`src/hdl/ttb_pkg.sv`:
```
// ----------------------------------------------------------------------------
// Triangle tangent basis package
// Shared widths and the job record that passes from the front to the back.
// ----------------------------------------------------------------------------
package ttb_pkg;

    localparam int POS_W   = 24;  // Q12.12 position
    localparam int TEX_W   = 18;  // Q4.14 texture coordinate
    localparam int EDGE_W  = POS_W + 1;
    localparam int TDEL_W  = TEX_W + 1;
    localparam int PROD_W  = EDGE_W + TDEL_W;
    localparam int ACC_W   = PROD_W + 1;
    localparam int DET_W   = 2 * TDEL_W + 1;
    localparam int RES_W   = 32;
    localparam int FIFO_DEPTH = 2;
    localparam int Q_PTR_W = (FIFO_DEPTH > 1) ? $clog2(FIFO_DEPTH) : 1;
    localparam int Q_CNT_W = $clog2(FIFO_DEPTH + 1);

    // Back end sizes: six output components, the numerator magnitude and the
    // overflow compare against the divisor scaled by 2^14.
    localparam int NUM_RES = 6;
    localparam int UN_W    = ACC_W;
    localparam int CMP_W   = DET_W + 14;

    typedef struct packed {
        logic signed [EDGE_W-1:0] x1;
        logic signed [EDGE_W-1:0] y1;
        logic signed [EDGE_W-1:0] z1;
        logic signed [EDGE_W-1:0] x2;
        logic signed [EDGE_W-1:0] y2;
        logic signed [EDGE_W-1:0] z2;
        logic signed [TDEL_W-1:0] s1;
        logic signed [TDEL_W-1:0] t1;
        logic signed [TDEL_W-1:0] s2;
        logic signed [TDEL_W-1:0] t2;
    } t_job;

    // Queue status seen by the producer and the consumer.
    typedef struct packed {
        logic full;
        logic empty;
    } t_q_status;

endpackage

```
`src/hdl/triangle_tangent_basis.sv`:
```
// ----------------------------------------------------------------------------
// Triangle tangent basis
// Per-triangle s and t tangent directions from three vertex transfers.
// ----------------------------------------------------------------------------
//  Channel   Direction  Handshake            Payload
//  vertex    in         i_valid / o_stall    i_pos_x/y/z, i_tex_u/v
//  tangent   out        o_valid / i_stall    o_tan_s_x/y/z, o_tan_t_x/y/z,
//                                            o_degenerate
//
// Vertex transfers are taken one per cycle, unless o_stall holds them, into
// the front end; the first two of each triangle are held and the third forms
// the deltas and enters a two-entry job queue. The back end works one job at a
// time on a single 25x19 multiplier and a one-bit-per-cycle restoring divider:
// two products and a difference give the determinant, and each of the six
// outputs takes two products, a difference, an overflow check, the division
// and saturation. A zero determinant ends the job and gives a degenerate result.
// Reset is synchronous and active low; it clears the vertex count, the queue
// and the sequencer. A stall on the result side holds the output register and
// lets the queue fill before the vertex side stalls.
// ----------------------------------------------------------------------------
module triangle_tangent_basis (
    input  logic                              i_clk,
    input  logic                              i_rst_n,
    input  logic                              i_valid,
    output logic                              o_stall,
    input  logic signed [ttb_pkg::POS_W-1:0]  i_pos_x,
    input  logic signed [ttb_pkg::POS_W-1:0]  i_pos_y,
    input  logic signed [ttb_pkg::POS_W-1:0]  i_pos_z,
    input  logic signed [ttb_pkg::TEX_W-1:0]  i_tex_u,
    input  logic signed [ttb_pkg::TEX_W-1:0]  i_tex_v,
    output logic                              o_valid,
    input  logic                              i_stall,
    output logic signed [ttb_pkg::RES_W-1:0]  o_tan_s_x,
    output logic signed [ttb_pkg::RES_W-1:0]  o_tan_s_y,
    output logic signed [ttb_pkg::RES_W-1:0]  o_tan_s_z,
    output logic signed [ttb_pkg::RES_W-1:0]  o_tan_t_x,
    output logic signed [ttb_pkg::RES_W-1:0]  o_tan_t_y,
    output logic signed [ttb_pkg::RES_W-1:0]  o_tan_t_z,
    output logic                              o_degenerate
);
    import ttb_pkg::*;

    t_job      w_push_job;
    t_job      w_pop_job;
    t_q_status w_q_status;
    logic      w_push;
    logic      w_pop;

    // Front end: counts vertices and builds the triangle's deltas.
    ttb_front u_front (
        .i_clk      (i_clk),
        .i_rst_n    (i_rst_n),
        .i_valid    (i_valid),
        .o_stall    (o_stall),
        .i_pos_x    (i_pos_x),
        .i_pos_y    (i_pos_y),
        .i_pos_z    (i_pos_z),
        .i_tex_u    (i_tex_u),
        .i_tex_v    (i_tex_v),
        .i_q_status (w_q_status),
        .o_push     (w_push),
        .o_job      (w_push_job)
    );

    // The queue lets the front keep taking vertices while the back divides.
    ttb_queue u_queue (
        .i_clk    (i_clk),
        .i_rst_n  (i_rst_n),
        .i_push   (w_push),
        .i_job    (w_push_job),
        .i_pop    (w_pop),
        .o_job    (w_pop_job),
        .o_status (w_q_status)
    );

    // Back end: determinant, six numerators and six saturated quotients.
    ttb_back u_back (
        .i_clk        (i_clk),
        .i_rst_n      (i_rst_n),
        .i_q_status   (w_q_status),
        .i_job        (w_pop_job),
        .o_pop        (w_pop),
        .o_valid      (o_valid),
        .i_stall      (i_stall),
        .o_tan_s_x    (o_tan_s_x),
        .o_tan_s_y    (o_tan_s_y),
        .o_tan_s_z    (o_tan_s_z),
        .o_tan_t_x    (o_tan_t_x),
        .o_tan_t_y    (o_tan_t_y),
        .o_tan_t_z    (o_tan_t_z),
        .o_degenerate (o_degenerate)
    );

endmodule

```
`src/hdl/ttb_front.sv`:
```
// ----------------------------------------------------------------------------
// Triangle tangent basis front end
// Collects three vertices and forms the edge and texture deltas of a triangle.
// ----------------------------------------------------------------------------
module ttb_front (
    input  logic                           i_clk,
    input  logic                           i_rst_n,
    input  logic                           i_valid,
    output logic                           o_stall,
    input  logic signed [ttb_pkg::POS_W-1:0] i_pos_x,
    input  logic signed [ttb_pkg::POS_W-1:0] i_pos_y,
    input  logic signed [ttb_pkg::POS_W-1:0] i_pos_z,
    input  logic signed [ttb_pkg::TEX_W-1:0] i_tex_u,
    input  logic signed [ttb_pkg::TEX_W-1:0] i_tex_v,
    input  ttb_pkg::t_q_status             i_q_status,
    output logic                           o_push,
    output ttb_pkg::t_job                  o_job
);
    import ttb_pkg::*;

    logic [1:0]              r_cnt;
    logic [1:0]              n_cnt;
    logic signed [POS_W-1:0] r_hx [2];
    logic signed [POS_W-1:0] r_hy [2];
    logic signed [POS_W-1:0] r_hz [2];
    logic signed [TEX_W-1:0] r_hu [2];
    logic signed [TEX_W-1:0] r_hv [2];
    logic                    w_accept;
    logic                    w_third;
    logic                    w_slot;

    // The third vertex can only be taken when the queue has room for the job.
    assign w_third  = (r_cnt == 2'd2);
    assign o_stall  = w_third && i_q_status.full;
    assign w_accept = i_valid && !o_stall;
    assign o_push   = w_accept && w_third;
    assign w_slot   = (r_cnt == 2'd1);

    always_comb begin
        n_cnt = r_cnt;
        if (w_accept) begin
            case (r_cnt)
                2'd0:    n_cnt = 2'd1;
                2'd1:    n_cnt = 2'd2;
                2'd2:    n_cnt = 2'd0;
                default: n_cnt = 2'd1;
            endcase
        end
    end

    always_ff @(posedge i_clk) begin
        if (!i_rst_n) begin
            r_cnt <= 2'd0;
        end else begin
            r_cnt <= n_cnt;
        end
    end

    always_ff @(posedge i_clk) begin
        if (w_accept && !w_third) begin
            r_hx[w_slot] <= i_pos_x;
            r_hy[w_slot] <= i_pos_y;
            r_hz[w_slot] <= i_pos_z;
            r_hu[w_slot] <= i_tex_u;
            r_hv[w_slot] <= i_tex_v;
        end
    end

    always_comb begin
        o_job.x1 = EDGE_W'(r_hx[1]) - EDGE_W'(r_hx[0]);
        o_job.y1 = EDGE_W'(r_hy[1]) - EDGE_W'(r_hy[0]);
        o_job.z1 = EDGE_W'(r_hz[1]) - EDGE_W'(r_hz[0]);
        o_job.x2 = EDGE_W'(i_pos_x) - EDGE_W'(r_hx[0]);
        o_job.y2 = EDGE_W'(i_pos_y) - EDGE_W'(r_hy[0]);
        o_job.z2 = EDGE_W'(i_pos_z) - EDGE_W'(r_hz[0]);
        o_job.s1 = TDEL_W'(r_hu[1]) - TDEL_W'(r_hu[0]);
        o_job.t1 = TDEL_W'(r_hv[1]) - TDEL_W'(r_hv[0]);
        o_job.s2 = TDEL_W'(i_tex_u) - TDEL_W'(r_hu[0]);
        o_job.t2 = TDEL_W'(i_tex_v) - TDEL_W'(r_hv[0]);
    end

endmodule

```
`src/hdl/ttb_queue.sv`:
```
// ----------------------------------------------------------------------------
// Triangle tangent basis job queue
// A two-entry queue that decouples the front end from the back end.
// ----------------------------------------------------------------------------
module ttb_queue (
    input  logic                i_clk,
    input  logic                i_rst_n,
    input  logic                i_push,
    input  ttb_pkg::t_job       i_job,
    input  logic                i_pop,
    output ttb_pkg::t_job       o_job,
    output ttb_pkg::t_q_status  o_status
);
    import ttb_pkg::*;

    t_job               r_mem [FIFO_DEPTH];
    logic [Q_PTR_W-1:0] r_wp;
    logic [Q_PTR_W-1:0] r_rp;
    logic [Q_CNT_W-1:0] r_count;

    assign o_status.full  = (r_count == Q_CNT_W'(FIFO_DEPTH));
    assign o_status.empty = (r_count == '0);
    assign o_job          = r_mem[r_rp];

    always_ff @(posedge i_clk) begin
        if (i_push) begin
            r_mem[r_wp] <= i_job;
        end
    end

    always_ff @(posedge i_clk) begin
        if (!i_rst_n) begin
            r_wp    <= '0;
            r_rp    <= '0;
            r_count <= '0;
        end else begin
            if (i_push) begin
                r_wp <= (r_wp == Q_PTR_W'(FIFO_DEPTH - 1)) ? '0 : r_wp + Q_PTR_W'(1);
            end
            if (i_pop) begin
                r_rp <= (r_rp == Q_PTR_W'(FIFO_DEPTH - 1)) ? '0 : r_rp + Q_PTR_W'(1);
            end
            case ({i_push, i_pop})
                2'b10:   r_count <= r_count + Q_CNT_W'(1);
                2'b01:   r_count <= r_count - Q_CNT_W'(1);
                default: r_count <= r_count;
            endcase
        end
    end

endmodule

```
`src/hdl/ttb_back.sv`:
```
// ----------------------------------------------------------------------------
// Triangle tangent basis back end
// Shared multiplier and bit-serial divider that turn a job into tangents.
// ----------------------------------------------------------------------------
module ttb_back (
    input  logic                          i_clk,
    input  logic                          i_rst_n,
    input  ttb_pkg::t_q_status            i_q_status,
    input  ttb_pkg::t_job                 i_job,
    output logic                          o_pop,
    output logic                          o_valid,
    input  logic                          i_stall,
    output logic signed [ttb_pkg::RES_W-1:0] o_tan_s_x,
    output logic signed [ttb_pkg::RES_W-1:0] o_tan_s_y,
    output logic signed [ttb_pkg::RES_W-1:0] o_tan_s_z,
    output logic signed [ttb_pkg::RES_W-1:0] o_tan_t_x,
    output logic signed [ttb_pkg::RES_W-1:0] o_tan_t_y,
    output logic signed [ttb_pkg::RES_W-1:0] o_tan_t_z,
    output logic                          o_degenerate
);
    import ttb_pkg::*;

    typedef enum logic [6:0] {
        S_IDLE = 7'b0000001,
        S_MUL  = 7'b0000010,
        S_SUB  = 7'b0000100,
        S_CHK  = 7'b0001000,
        S_DIV  = 7'b0010000,
        S_SAT  = 7'b0100000,
        S_OUT  = 7'b1000000
    } t_state;

    t_state                   r_state;
    t_job                     r_job;
    logic                     r_half;
    logic [2:0]               r_oi;      // 0 is the determinant, 1..6 the outputs
    logic signed [PROD_W-1:0] r_p0;
    logic signed [PROD_W-1:0] r_p1;
    logic signed [DET_W-1:0]  r_det;
    logic [DET_W-1:0]         r_dmag;
    logic [UN_W-1:0]          r_un;
    logic                     r_neg;
    logic                     r_ovf;
    logic [DET_W-1:0]         r_rem;
    logic [RES_W-1:0]         r_dlo;
    logic [RES_W-1:0]         r_q;
    logic [4:0]               r_bit;
    logic [RES_W-1:0]         r_res [NUM_RES];
    logic                     r_deg;
    logic                     r_ovalid;
    logic [RES_W-1:0]         r_out [NUM_RES];
    logic                     r_odeg;

    logic signed [EDGE_W-1:0] w_ma;
    logic signed [TDEL_W-1:0] w_mb;
    logic signed [EDGE_W-1:0] w_e1;
    logic signed [EDGE_W-1:0] w_e2;
    logic signed [ACC_W-1:0]  w_acc;
    logic [DET_W:0]           w_r2;
    logic                     w_ge;
    logic [RES_W-1:0]         w_sat;
    logic                     w_out_free;
    logic [2:0]               w_ridx;

    // Edge components for the axis of the current output.
    always_comb begin
        case (r_oi)
            3'd1, 3'd4: begin
                w_e1 = r_job.x1;
                w_e2 = r_job.x2;
            end
            3'd2, 3'd5: begin
                w_e1 = r_job.y1;
                w_e2 = r_job.y2;
            end
            default: begin
                w_e1 = r_job.z1;
                w_e2 = r_job.z2;
            end
        endcase
    end

    // Operand selection: the first product minus the second gives each term.
    always_comb begin
        if (r_oi == 3'd0) begin
            w_ma = r_half ? EDGE_W'(r_job.s2) : EDGE_W'(r_job.s1);
            w_mb = r_half ? r_job.t1 : r_job.t2;
        end else if (r_oi <= 3'd3) begin
            w_ma = r_half ? w_e2 : w_e1;
            w_mb = r_half ? r_job.t1 : r_job.t2;
        end else begin
            w_ma = r_half ? w_e1 : w_e2;
            w_mb = r_half ? r_job.s2 : r_job.s1;
        end
    end

    assign w_acc = ACC_W'(r_p0) - ACC_W'(r_p1);
    assign w_r2  = {r_rem, r_dlo[RES_W-1]};
    assign w_ge  = (w_r2 >= {1'b0, r_dmag});
    assign w_ridx = r_oi - 3'd1;

    // Saturate the magnitude and apply the sign.
    always_comb begin
        if (!r_neg) begin
            w_sat = (r_ovf || r_q[RES_W-1]) ? {1'b0, {(RES_W-1){1'b1}}} : r_q;
        end else if (r_ovf || (r_q[RES_W-1] && (r_q[RES_W-2:0] != '0))) begin
            w_sat = {1'b1, {(RES_W-1){1'b0}}};
        end else begin
            w_sat = RES_W'(0) - r_q;
        end
    end

    assign o_pop      = (r_state == S_IDLE) && !i_q_status.empty;
    assign w_out_free = !r_ovalid || !i_stall;

    always_ff @(posedge i_clk) begin
        if (!i_rst_n) begin
            r_state  <= S_IDLE;
            r_ovalid <= 1'b0;
        end else begin
            if ((r_state == S_OUT) && w_out_free) begin
                r_ovalid <= 1'b1;
            end else if (!i_stall) begin
                r_ovalid <= 1'b0;
            end
            case (r_state)
                S_IDLE: begin
                    if (!i_q_status.empty) begin
                        r_state <= S_MUL;
                    end
                end
                S_MUL: begin
                    if (r_half) begin
                        r_state <= S_SUB;
                    end
                end
                S_SUB: begin
                    if (r_oi != 3'd0) begin
                        r_state <= S_CHK;
                    end else if (w_acc == '0) begin
                        r_state <= S_OUT;
                    end else begin
                        r_state <= S_MUL;
                    end
                end
                S_CHK: begin
                    r_state <= S_DIV;
                end
                S_DIV: begin
                    if (r_bit == 5'd31) begin
                        r_state <= S_SAT;
                    end
                end
                S_SAT: begin
                    r_state <= (r_oi == 3'(NUM_RES)) ? S_OUT : S_MUL;
                end
                S_OUT: begin
                    if (w_out_free) begin
                        r_state <= S_IDLE;
                    end
                end
                default: begin
                    r_state <= S_IDLE;
                end
            endcase
        end
    end

    always_ff @(posedge i_clk) begin
        case (r_state)
            S_IDLE: begin
                r_job  <= i_job;
                r_half <= 1'b0;
                r_oi   <= 3'd0;
                r_deg  <= 1'b0;
            end
            S_MUL: begin
                if (r_half) begin
                    r_p1 <= PROD_W'(w_ma) * PROD_W'(w_mb);
                end else begin
                    r_p0 <= PROD_W'(w_ma) * PROD_W'(w_mb);
                end
                r_half <= !r_half;
            end
            S_SUB: begin
                if (r_oi == 3'd0) begin
                    r_det  <= w_acc[DET_W-1:0];
                    r_dmag <= w_acc[ACC_W-1] ? DET_W'(-w_acc) : DET_W'(w_acc);
                    r_oi   <= 3'd1;
                    if (w_acc == '0) begin
                        r_deg <= 1'b1;
                        for (int i = 0; i < NUM_RES; i++) begin
                            r_res[i] <= '0;
                        end
                    end
                end else begin
                    r_un  <= w_acc[ACC_W-1] ? UN_W'(-w_acc) : UN_W'(w_acc);
                    r_neg <= w_acc[ACC_W-1] ^ r_det[DET_W-1];
                end
            end
            S_CHK: begin
                // The quotient reaches 2^32 exactly when the numerator is at
                // least the divisor scaled by 2^14.
                r_ovf <= (CMP_W'(r_un) >= {r_dmag, 14'b0});
                r_rem <= DET_W'(r_un[UN_W-1:14]);
                r_dlo <= {r_un[13:0], 18'b0};
                r_q   <= '0;
                r_bit <= 5'd0;
            end
            S_DIV: begin
                r_rem <= w_ge ? DET_W'(w_r2 - {1'b0, r_dmag}) : DET_W'(w_r2);
                r_q   <= {r_q[RES_W-2:0], w_ge};
                r_dlo <= {r_dlo[RES_W-2:0], 1'b0};
                r_bit <= r_bit + 5'd1;
            end
            S_SAT: begin
                r_res[w_ridx] <= w_sat;
                r_oi          <= r_oi + 3'd1;
            end
            S_OUT: begin
                if (w_out_free) begin
                    r_out  <= r_res;
                    r_odeg <= r_deg;
                end
            end
            default: begin
                r_half <= 1'b0;
            end
        endcase
    end

    assign o_valid      = r_ovalid;
    assign o_tan_s_x    = r_out[0];
    assign o_tan_s_y    = r_out[1];
    assign o_tan_s_z    = r_out[2];
    assign o_tan_t_x    = r_out[3];
    assign o_tan_t_y    = r_out[4];
    assign o_tan_t_z    = r_out[5];
    assign o_degenerate = r_odeg;

endmodule

```
`config.mk`:
```
export PLATFORM = sky130hd
export DESIGN_NAME = triangle_tangent_basis
export DESIGN_NICKNAME = d
export VERILOG_FILES = /design/src/hdl/ttb_pkg.sv /design/src/hdl/triangle_tangent_basis.sv /design/src/hdl/ttb_front.sv /design/src/hdl/ttb_queue.sv /design/src/hdl/ttb_back.sv
export SDC_FILE = /design/constraint.sdc
export NUM_CORES = 2
export LEC_CHECK = 0
export BUFFER_PORTS_ARGS = -buffer_cell sky130_fd_sc_hd__buf_2
export CAP_MARGIN = 0
export CORE_MARGIN = 5
export CORE_UTILIZATION = 50
export DETAILED_ROUTE_END_ITERATION = 10
export PLACE_DENSITY_LB_ADDON = 0.05
export SETUP_SLACK_MARGIN = 0.2
export SLEW_MARGIN = 20
export SYNTH_ARGS = -nofsm -noshare
export SYNTH_HDL_FRONTEND = slang
export SYNTH_SLANG_ARGS = --single-unit
```
`constraint.sdc`:
```
create_clock -name i_clk -period 25.1 [get_ports i_clk]
set_input_delay 5.02 -clock i_clk [delete_from_list [all_inputs] [get_ports i_clk]]
set_output_delay 5.02 -clock i_clk [all_outputs]
set_load 0.05 [all_outputs]
```
### After elaboration in Yosys (flattened, before gate mapping)

Memory sizes are Yosys's and may differ from the RTL's. A register that Yosys moved wholly into a read port is not among the register bits.
Index checks and enable logic that the tools add are counted.

* $add $sub $neg: 21
* $mul: 1
* div/mod/pow operators: 0
* $lt $le $gt $ge: 5
* equal/unequal tests: 25
* shift operators: 0
* multiplexer cells: 51
* bitwise operators: 4
* reduce and logical (&&, ||, !) cells: 39

Operator list (count)
* two-way mux 192 bit: 2
* one-hot mux 192 bit (2 select lines): 1
* bitwise mux 192 bit: 1
* subtractor 24 x 24 -> 25 bit: 6
* two-way mux 32 bit: 4
* one-hot mux 32 bit (2 select lines): 2
* two-way mux 25 bit: 5
* one-hot mux 25 bit (2 select lines): 2
* demux 32 bit (select 3 bit): 1
* two-way mux 39 bit: 2
* one-hot mux 39 bit (2 select lines): 1
* two-way mux 19 bit: 4
* subtractor 18 x 18 -> 19 bit: 4
* greater-or-equal comparator 45 x 53 -> 1 bit: 1
* two-way mux 7 bit: 7
* one-hot mux 7 bit (7 select lines): 1
* logical NOT 45 bit: 1
* negation 45 bit: 1
* subtractor 44 x 44 -> 45 bit: 1
* multiplier 25 x 19 -> 44 bit: 1
* two-way mux 44 bit: 1
* greater-or-equal comparator 40 x 39 -> 1 bit: 1
* subtractor 39 bit: 1
* subtractor 1 x 32 -> 32 bit, first input constant: 1
* other kinds (46): 94

* register bits after elaboration: 725
* bits in latches: 0
* bits in writable memories: 668
* ROM bits: 0
* input bits: 112
* memories: 6

Memory list
* u_queue.r_mem: depth 2, width 226, rd ports 1, clocked after Yosys merged registers in 1, wr ports 1, line ttb_queue.sv:16 `t_job r_mem [FIFO_DEPTH];`
* u_front.r_hx: depth 2, width 24, rd ports 2, clocked after Yosys merged registers in 0, wr ports 1, line ttb_front.sv:23 `logic signed [POS_W-1:0] r_hx [2];`
* u_front.r_hy: depth 2, width 24, rd ports 2, clocked after Yosys merged registers in 0, wr ports 1, line ttb_front.sv:24 `logic signed [POS_W-1:0] r_hy [2];`
* u_front.r_hz: depth 2, width 24, rd ports 2, clocked after Yosys merged registers in 0, wr ports 1, line ttb_front.sv:25 `logic signed [POS_W-1:0] r_hz [2];`
* u_front.r_hu: depth 2, width 18, rd ports 2, clocked after Yosys merged registers in 0, wr ports 1, line ttb_front.sv:26 `logic signed [TEX_W-1:0] r_hu [2];`
* u_front.r_hv: depth 2, width 18, rd ports 2, clocked after Yosys merged registers in 0, wr ports 1, line ttb_front.sv:27 `logic signed [TEX_W-1:0] r_hv [2];`

### Depth between registers and ports, before layout

* depth after elaboration: 8
* depth in mapped cells: 38
* mapped depth without buffers: 34

### By module

From an unflattened synthesis, not the netlist that was laid out.

* cells, all modules: 7671
* area, all modules: 92256.0 um^2

By module, submodules not included
* ttb_back: instances 1, cells each 5182, area an instance 57909.3 um^2, sequential area each 26615.5 um^2
* ttb_front: instances 1, cells each 1764, area an instance 17256.6 um^2, sequential area each 6526.3 um^2
* ttb_queue: instances 1, cells each 725, area an instance 17090.1 um^2, sequential area each 13673.1 um^2

### Worst setup path before layout

OpenSTA, ideal clock, no wires.

* path type: in2reg
* start point: in i_valid
* end point: reg u_queue.r_wp
* data arrival time: 15.277 ns
* required time: 24.998 ns
* slack: 9.721 ns
* stages on the path: 3
* buffers on the path: 0
* cell sequence: nand3_1 -> nor2_1 -> o21a_1

* word-level cells in the longest chain between the ends: 2

Ends and longest elaborated chain
* start: declaration: line triangle_tangent_basis.sv:24 `input logic i_valid,`
* logical AND 1 bit: line ttb_front.sv:35 `assign w_accept = i_valid && !o_stall;`
* logical AND 1 bit: line ttb_front.sv:36 `assign o_push = w_accept && w_third;`
* end signal: assignment: line ttb_queue.sv:38 `r_wp <= (r_wp == Q_PTR_W'(FIFO_DEPTH - 1)) ? '0 : r_wp + Q_PTR_W'(1);`
* end: declaration: line ttb_queue.sv:17 `logic [Q_PTR_W-1:0] r_wp;`

No other way between the ends.
A chain may end at the register's enable or synchronous reset.

### Final worst setup path

* start point: reg u_back.r_oi[2]
* end point: reg u_back.r_p0[41], data pin

* word-level cells in the longest chain between the ends: 7
* elaborated cells between the ends (all ways): 17

Ends and longest elaborated chain
* start: declaration: line ttb_back.sv:36 `logic [2:0] r_oi;`
* start signal: assignment: line ttb_back.sv:218 `r_oi <= r_oi + 3'd1;`
* == test 3 x 2 -> 1 bit (tied with other cells): line ttb_back.sv:67 `case (r_oi)`
* OR reduction 2 bit: line ttb_back.sv:67
* one-hot mux 25 bit (2 select lines): line ttb_back.sv:67
* two-way mux 25 bit (on tied branches): line ttb_back.sv:92, ttb_back.sv:89
* two-way mux 25 bit: line ttb_back.sv:88 `end else if (r_oi <= 3'd3) begin`
* two-way mux 25 bit: line ttb_back.sv:85 `if (r_oi == 3'd0) begin`
* multiplier 25 x 19 -> 44 bit (*): line ttb_back.sv:181 `r_p0 <= PROD_W'(w_ma) * PROD_W'(w_mb);`
* end signal: assignment: line ttb_back.sv:181
* end: declaration: line ttb_back.sv:37 `logic signed [PROD_W-1:0] r_p0;`

Every way passes the cells marked *; elsewhere a longest branch is shown, timed or not.

==> metrics.csv <==
stage;metric;value;unit
yosys;yosys_register_bits;1563;
setup_path;slowest_delay;0.83;ns
yosys;netlist_area;90000;sq um
yosys;synth_ff_type;edfxtp_1;
clocking;cts_buffers;170;
timing;slew_viol_final;0;
die;die_h;434;um
grt;grt_pass1_wl;346;mm
cells_and_area;area_delta_synth_final;11.4;%
cells_and_area;multi_input_area;39700;sq um
flow_run;max_cap_violations;0;
clocking;htreeDepth;4;
setup_path;cp_common_cell;fa_1;
setup_path;rr_startpoint;u_back.r_oi[2];
cells_and_area;n_fill_cell;15000;
routing;avgRoutedWirePerCell;22.1;um
yosys;synth-seq-area-share;52.0;%
routing;dr.pass1.iters;6;
setup_path;crit_path_start_kind;flip-flop;
setup_path;crit_arrival;11.94;ns
clocking;clkLatencyLatePin;0.82;ns
die;ioPinCount;307;
timing;slew_headroom;21.4;%
setup_path;timing.rr.end;u_back.r_p0[41];
clocking;cts_buffer_depth;3;
die;start_util;50.3;%
yosys;syn_nets;8530;
timing;grt_setup_unrepaired;false;
clocking;holdBufCountCts;0;
routing;wl;227;mm
grt;grt_use_total;23.9;%
timing;fin_crit;11.40;ns
yosys;syn_inst;7467;
setup_path;cp_max_fo;80;
routing;drc;0;
timing;timing.final.crit_share;45.4;%
status;outcome;complete, no violations;
routing;drtIter0Drc;4378;
grt;grt_max_degree;197;
grt;grt-ovfl-total;0;
clocking;cts_sinks;1563;
grt;antenna_found_initial;2;
timing;skew;0.0401;ns
setup_path;cp-end-kind;flip-flop;
place;placed_cells;9968;
cells_and_area;seq_area;46800;sq um
timing;setup-tns-final;0;ns
place;hpwl;168;mm
yosys;synth-async-reset-ratio;0;%
timing;fmax;87.7;MHz
min_path;min_path_type;reg -> reg;
die;num_rows;155;
min_path;hold_path_depth;0;
place;pre_cts_slack;13.81;ns
routing;ant_nets;0;
min_path;min_from;u_back.r_deg;
setup_path;rr_worst_depth;33;
die;die_w;434;um
die;dieArea;189000;sq um
min_path;whs_endpoint;u_back.o_degenerate;
cells_and_area;finalNonFillerCells;10300;
yosys;yosysWarnings;0;
place;gp_congestion;0.906;
yosys;syn_avg_cell_area;12.1;sq um
clocking;cts.root.buffer_cell;clkbuf_16;
cells_and_area;drive_above_1_share;12.6;%
setup_path;crit_type;reg -> reg;
setup_path;reg2reg_slack;13.70;ns
clocking;cts_tree;yes;
timing;worstMarginPinSlew;1.18;ns
setup_path;slowest_stage;o41ai_4;
die;core_area;179000;sq um
setup_path;critPathRequiredTime;25.65;ns
routing;vias;57400;
timing;worst_slack;13.70;ns
timing;hold_viol_final;0;
yosys;synth_edf_count;1549;
clocking;post_cts_resized;0;
grt;grt_pass1_vias;57100;
clocking;clk_pin_slew;0.06;ns
yosys;synth_cell_type_count;95;
clocking;post_cts_buffers;0;
cells_and_area;layout.nets;8848;
place;portBuffers;306;
routing;vias_per_cell;5.59;
timing;setup_viol;0;
==> stage by stage <==
step	area (sq um)	utilization, %	hold slack [ns]
6_report	100000	56.1	0.432
5_1_grt	100000	56.1	0.442
4_1_cts	100000	56.1	0.432
3_5_place_dp	94600	52.9	0.415
3_3_place_gp	94600	52.9	0.413
2_1_floorplan	90000	-	0.400
==> cells by family after synthesis <==
| group | synth area share, % |
|---|---|
| buf+inv | 4.31 |
| simple gates | 9.95 |
| flops | 52.0 |
| fa+ha+maj | 17.2 |
| mux | 3.65 |
| compound gates | 9.83 |
| xor+xnor | 3.02 |
==> worst max path at each step <==
stage	start	endpoint	slack, ns	cells after the start
after floorplan	i_valid	u_queue.r_wp	9.72	3
after global placement	u_back.r_oi[2]	u_back.r_p0[41]	13.43	33
after detailed placement	u_back.r_oi[2]	u_back.r_p0[41]	13.81	35
after CTS	u_back.r_oi[2]	u_back.r_p0[41]	13.71	35
after global routing	u_back.r_oi[2]	u_back.r_p0[41]	12.96	35
final	u_back.r_oi[2]	u_back.r_p0[41]	13.70	33
==> cell usage in the layout (no fill, tap or decap), drive strengths merged, types with 12 or more instances in the layout <==
| cell type | instances |
|---|---|
| edfxtp | 1549 |
| inv | 778 |
| nor2 | 777 |
| nand2 | 612 |
| fa | 483 |
| ha | 468 |
| buf | 401 |
| a21oi | 317 |
| a211oi | 272 |
| mux2 | 231 |
| o21ai | 231 |
| xnor2 | 211 |
| clkbuf | 199 |
| nor3 | 130 |
| xor2 | 99 |
| a21o | 97 |
| nand3 | 93 |
| and2 | 74 |
| clkinv | 73 |
| o21a | 62 |
| a31oi | 57 |
| mux2i | 53 |
| nor2b | 52 |
| nand2b | 51 |
| or3 | 49 |
| a21boi | 39 |
| o21bai | 31 |
| o41ai | 31 |
| o31ai | 29 |
| nor4 | 26 |
| and3 | 25 |
| nand4 | 25 |
| o41a | 24 |
| or2 | 24 |
| bufinv | 19 |
| nor3b | 19 |
| nand3b | 15 |
| o211ai | 15 |
| dfxtp | 14 |
| o31a | 12 |
==> cell type report <==
cell class	count	share of cell area, %
antenna	2	0.00499
tap	2355	2.94
inverter	771	2.89
sequential	1563	46.7
timing repair buffer	401	2.30
clock inverter	109	1.26
clock buffer	199	4.38
multi-input combinational	4878	39.6
==> Yosys cell counts, types with 99 or more instances <==
cell	number	area (sq um)
xor2_1	99	867
edfxtp_1	1549	46500
o21ai_0	222	1110
mux2_2	231	2600
clkbuf_1	232	871
inv_1	771	2890
ha_1	468	5860
nor2_1	776	2910
a21oi_1	314	1570
fa_1	483	9670
nor3_1	130	651
a211oi_1	270	2030
nand2_1	611	2290
xnor2_1	211	1850
==> sequential cells by signal (all words and copies together) (netlist names), 5 cells and up <==
register,cells
u_queue.r_mem,452
u_back.r_job,226
u_back.r_res,192
u_front.r_hx,48
u_front.r_hy,48
u_front.r_hz,48
u_back.r_un,45
u_back.r_p0,44
u_back.r_p1,44
u_back.r_dmag,39
u_back.r_rem,39
u_front.r_hu,36
u_front.r_hv,36
u_back.o_tan_s_x,32
u_back.o_tan_s_y,32
u_back.o_tan_s_z,32
u_back.o_tan_t_x,32
u_back.o_tan_t_y,32
u_back.o_tan_t_z,32
u_back.r_q,32
u_back.r_dlo,14
u_back.r_state,7
u_back.r_bit,5
==> metal layers <==
metal,GRT usage [%],part of all wire (%),vias to the layer above
met5,0,0,-
met2,39.0,47,1522
met3,3.44,4.8,342
met4,7.42,3.3,0
met1,33.4,45,28400
li1,-,-,27200
==> critical path: cells and delay by family (launching register included) <==
kind | cells | cell delay [ns]
xor gates and xnor gates | 2 | 0.30
muxes | 1 | 0.26
AOI/OAI and AO/OA | 7 | 2.50
buffers and inverters | 7 | 1.60
adders and majority gates | 9 | 4.28
DFF | 1 | 0.63
and+or+nand+nor | 7 | 1.42
Power is not shown: default switching activity piles up to over one toggle a cycle in this logic, so the estimate is an artifact.
